===== config.mk =====
export PLATFORM = sky130hd
export DESIGN_NAME = gost_round
export DESIGN_NICKNAME = d
export VERILOG_FILES = /design/src/rtl/core/gost_pkg.sv /design/src/rtl/core/gost_round.sv
export SDC_FILE = /design/constraint.sdc
export NUM_CORES = 1
export LEC_CHECK = 0
export ABC_AREA = 1
export BUFFER_PORTS_ARGS = -buffer_cell sky130_fd_sc_hd__buf_2
export CORE_ASPECT_RATIO = 1.2
export CORE_UTILIZATION = 52
export DETAILED_ROUTE_END_ITERATION = 8
export PLACE_DENSITY = 0.93
export SLEW_MARGIN = 20
export SYNTH_ARGS = -nofsm -noshare
export SYNTH_HDL_FRONTEND = slang
export SYNTH_SLANG_ARGS = --single-unit

===== constraint.sdc =====
create_clock -name i_clk -period 5 [get_ports i_clk]
set_clock_uncertainty 0.15 [all_clocks]
set_input_delay 0.5 -clock i_clk [delete_from_list [all_inputs] [get_ports i_clk]]
set_output_delay 0.5 -clock i_clk [all_outputs]
set_load 0.02 [all_outputs]

===== src/rtl/core/gost_pkg.sv =====
// Shared types, S-box table and round function for the GOST block cipher.
`default_nettype none

package gost_pkg;

    localparam int KeyWords  = 8;
    localparam int Rounds    = 32;
    localparam int RotLeft   = 11;
    localparam int AddrBits  = 5;

    localparam logic OP_ENCRYPT = 1'b0;
    localparam logic OP_DECRYPT = 1'b1;

    typedef struct packed {
        logic        operation;
        logic [31:0] block_low;
        logic [31:0] block_high;
    } t_blk_in;

    typedef struct packed {
        logic [31:0] result_low;
        logic [31:0] result_high;
    } t_blk_out;

    // One pipeline slot; a is the half that the next round feeds through f.
    typedef struct packed {
        logic        valid;
        logic        op;
        logic [31:0] a;
        logic [31:0] b;
    } t_stage;

    // Row n serves nibble n (bits 4n+3..4n).
    localparam logic [3:0] SBOX [8][16] = '{
        '{4'd13, 4'd2,  4'd8,  4'd4,  4'd6,  4'd15, 4'd11, 4'd1,
          4'd10, 4'd9,  4'd3,  4'd14, 4'd5,  4'd0,  4'd12, 4'd7},
        '{4'd4,  4'd11, 4'd2,  4'd14, 4'd15, 4'd0,  4'd8,  4'd13,
          4'd3,  4'd12, 4'd9,  4'd7,  4'd5,  4'd10, 4'd6,  4'd1},
        '{4'd12, 4'd1,  4'd10, 4'd15, 4'd9,  4'd2,  4'd6,  4'd8,
          4'd0,  4'd13, 4'd3,  4'd4,  4'd14, 4'd7,  4'd5,  4'd11},
        '{4'd2,  4'd12, 4'd4,  4'd1,  4'd7,  4'd10, 4'd11, 4'd6,
          4'd8,  4'd5,  4'd3,  4'd15, 4'd13, 4'd0,  4'd14, 4'd9},
        '{4'd7,  4'd13, 4'd14, 4'd3,  4'd0,  4'd6,  4'd9,  4'd10,
          4'd1,  4'd2,  4'd8,  4'd5,  4'd11, 4'd12, 4'd4,  4'd15},
        '{4'd10, 4'd0,  4'd9,  4'd14, 4'd6,  4'd3,  4'd15, 4'd5,
          4'd1,  4'd13, 4'd12, 4'd7,  4'd11, 4'd4,  4'd2,  4'd8},
        '{4'd15, 4'd1,  4'd8,  4'd14, 4'd6,  4'd11, 4'd3,  4'd4,
          4'd9,  4'd7,  4'd2,  4'd13, 4'd12, 4'd0,  4'd5,  4'd10},
        '{4'd14, 4'd4,  4'd13, 4'd1,  4'd2,  4'd15, 4'd11, 4'd8,
          4'd3,  4'd10, 4'd6,  4'd12, 4'd5,  4'd9,  4'd0,  4'd7}
    };

    function automatic logic [31:0] round_f(input logic [31:0] half, input logic [31:0] kw);
        logic [31:0] sum;
        logic [31:0] sub;
        sum = half + kw;
        for (int n = 0; n < 8; n++) begin
            sub[4*n +: 4] = SBOX[n][sum[4*n +: 4]];
        end
        return {sub[31-RotLeft:0], sub[31:32-RotLeft]};
    endfunction

endpackage

`default_nettype wire


===== src/rtl/core/gost_round.sv =====
// One registered Feistel round of the GOST pipeline.
`default_nettype none

module gost_round (
    input  wire logic            i_clk,
    input  wire logic            i_rst_n,
    input  wire gost_pkg::t_stage i_stage,
    input  wire logic [31:0]     i_key_enc,
    input  wire logic [31:0]     i_key_dec,
    output gost_pkg::t_stage     o_stage
);

    gost_pkg::t_stage r_stage;
    gost_pkg::t_stage n_stage;
    logic [31:0]      key;

    always_comb begin
        key = (i_stage.op == gost_pkg::OP_DECRYPT) ? i_key_dec : i_key_enc;
        // halves trade places every round so the updated one is always 'a'
        n_stage.valid = i_stage.valid;
        n_stage.op    = i_stage.op;
        n_stage.a     = i_stage.b ^ gost_pkg::round_f(i_stage.a, key);
        n_stage.b     = i_stage.a;
    end

    always_ff @(posedge i_clk) begin
        if (!i_rst_n) begin
            r_stage.valid <= 1'b0;
        end else begin
            r_stage.valid <= n_stage.valid;
        end
        r_stage.op <= n_stage.op;
        r_stage.a  <= n_stage.a;
        r_stage.b  <= n_stage.b;
    end

    assign o_stage = r_stage;

endmodule

`default_nettype wire


==> metrics.yaml <==
critical_path:
  endpoint_kind: "flop"
  worst-setup-path-type: "in2reg"
  crit_chain: "buf_2, buf_4, mux2_2, ha_1, nand2_1, inv_1, nand2_1, nor3_1, nand3_1, nand2_1, nand2_1, nand2_1, inv_1, ha_1, nor2_1, nand3_1, nand3_1, nand2_1, nand2_1, nand2_1"
  crit_path_max_fanout: 25
  crit_top_cell: "nand2_1"
  cp.required_ns: 5.09
  path_buf_inv: 4
  crit_path_start_kind: "primary input"
  slowest_delay_ns: 0.46
  slowest_stage: "buf_2"
  cpLargestDelayFamily: "simple AND/OR/NAND/NOR gates"
  crit_arrival_ns: 3.74
clock_network:
  cts_resized: 0
  h-tree-depth: 3
  clkSlewWorstSetupHoldPaths_ns: 0.06
  cts_tree: "done"
  clockBufferDepth: 2
  cts_buffers: 9
  cts_hold_buf: 0
  cts.sinks: 66
  root_buffer: "clkbuf_16"
  postCtsSetupBuffers: 0
synth:
  synth.area.top_cells: "dfxtp_1 22%, nand2_1 22%, ha_1 15%"
  ys_types: 32
  synth_top_area_share_pct: 22.25
  syn_inst: 927
  yosysWarnings: 0
  ys_ff_latch: 66
  syn-cell-area_um2: 5938
  synth_top_cell_by_area: "dfxtp_1"
  seq_area_frac_synth_pct: 22.25
  synth_nets: 1129
  syn_avg_cell_area_um2: 6.406
placement:
  placedInstanceArea_um2: 7109
  gp_congestion: 0.9558
  dpl.hpwl_um: 13110
  io_buffers: 197
  place_inst: 1275
timing:
  period_share_pct: 73.03
  hold-worst-slack_ns: 0.1283
  final_max_slew_viol_count: 0
  slew-limit-headroom_pct: 61.26
  rsz0062_at_grt: "false"
  fmax_ghz: 0.2739
  period_minus_slack_ns: 3.652
  worstMarginPinSlew_ns: 0.5812
  finalSetupTns_ns: 0
  timing.final.hold_violations: 0
  setup_viol: 0
global_route:
  grt_pass1_wl_um: 25890
  grt.overflow.total: 0
  grt_use_total_pct: 27.04
  grt_max_degree: 26
  antenna_found_initial: 0
  grt_pass1_vias: 6151
pwr:
  ir_drop_uv: 186.3
  powerDensity_nw_per_um2: 360.5
  leakagePower_uw: 0.004342
worst_hold_path:
  hold_class: "in2reg"
  holdPathEnd: "o_stage[2]$_DFF_P_"
  worstHoldPathCells: 1
  min-delay-start: "i_stage[34]"
routing:
  drt_iter0_markers: 282
  via_count: 6406
  routed_via_density: 4.962
  avgRoutedWirePerCell_um: 12.15
  drc: 0
  ant_nets: 0
  first_pass_iters: 6
  routed_wirelength_um: 15680
die:
  initial_core_util_pct: 53.55
  die_w_um: 99.55
  die_h_um: 119.1
  ios: 198
  die_area_um2: 11850
  num_rows: 42
  core_um2: 11090
finish:
  drive_above_1_share_pct: 23.66
  fin_nets: 1334
  syn_to_final_growth_pct: 24.61
  fin_cells: 1291
  fillerInstances: 992
  mostFrequentLayoutCells: "350 x nand2_1, 197 x buf_2, 143 x inv_1"
  design_area_um2: 7400
  largest_register_ffs: 66
  antenna_cells: 0
  layout_commonest_cell: "nand2_1"
status:
  status: "complete, no violations"
run:
  maxCapViolations: 0
report_power, final:
group	leakage [uW]	internal, uW	switching, uW
clock network	0.000138	364	242
logic	0.00365	495	886
registers	0.000557	656	24.7
per-layer routing:
layer  share of wire [%]  wire length [um]  up-vias  track usage, %
li1                    -                 -     3344               -
met1                  39              6180     2800           27.31
met2                  53              8237      213           52.73
met3                 4.5               704       49           4.577
met4                 3.6               561        0           12.59
met5                   0                 0        -               0
cell families after synthesis:
family,count (synthesis),synth area share [%]
multiplexers,31,5.879
flip-flops,66,22.25
AO/OA/AOI/OAI,70,7.122
buffers and inverters,148,9.355
adder cells (fa/ha/maj),70,14.88
AND/OR/NAND/NOR,515,36.28
XOR/XNOR,27,4.235
synth_stat cells:
library cell and count:
nand3b_2 1, and2_1 2, or2_2 4, nand3_1 83, nor3_1 7, nand3_2 2, dfxtp_1 66, nand2_2 12
clkinv_1 1, or2_0 1, nor3b_1 1, a21oi_2 1, mux2_2 31, fa_1 1, a21boi_2 1, o21ai_0 16
xor2_2 2, nand2_1 350, a21o_1 1, nand3b_1 8, o211ai_1 16, ha_1 69, o21bai_1 7, nand4_1 2
clkbuf_1 4, nor2_2 1, xnor2_1 10, inv_1 143, a31oi_1 2, xor2_1 15, a21oi_1 26, nor2_1 41
area by class of cell:
type,instances,area (um^2),area share [%]
repair buffers,198,993.5,13.43
flip-flops and latches,66,1321,17.86
multi-input cells,713,4061,54.89
inverters,144,540.5,7.305
clock inverters,5,37.54,0.5073
well taps,154,192.7,2.604
clock buffers,11,252.7,3.416
metrics by stage:
stage / utilization [%] / power (uW) / setup slack (ns)
global route: 66.73 / 2886 / 0.9504
global placement: 64.12 / 2018 / 1.093
floorplan: - / 1691 / 1.221
CTS: 66.73 / 2673 / 1.333
finish: 66.73 / 2668 / 1.348
detailed placement: 64.12 / 2057 / 0.9977
worst max path at each step:
stage | from | to | slack [ns] | depth (start not counted)
5_1_grt | i_stage[64] | o_stage[37]$_DFF_P_ | 0.95 | 20
4_1_cts | i_stage[64] | o_stage[51]$_DFF_P_ | 1.33 | 17
3_3_place_gp | i_stage[64] | o_stage[35]$_DFF_P_ | 1.09 | 20
3_5_place_dp | i_stage[64] | o_stage[58]$_DFF_P_ | 1.0 | 18
6_report | i_stage[64] | o_stage[37]$_DFF_P_ | 1.35 | 20
2_1_floorplan | i_stage[64] | o_stage[51]$_DFF_P_ | 1.22 | 18
Power figures use the tool's default switching activity.
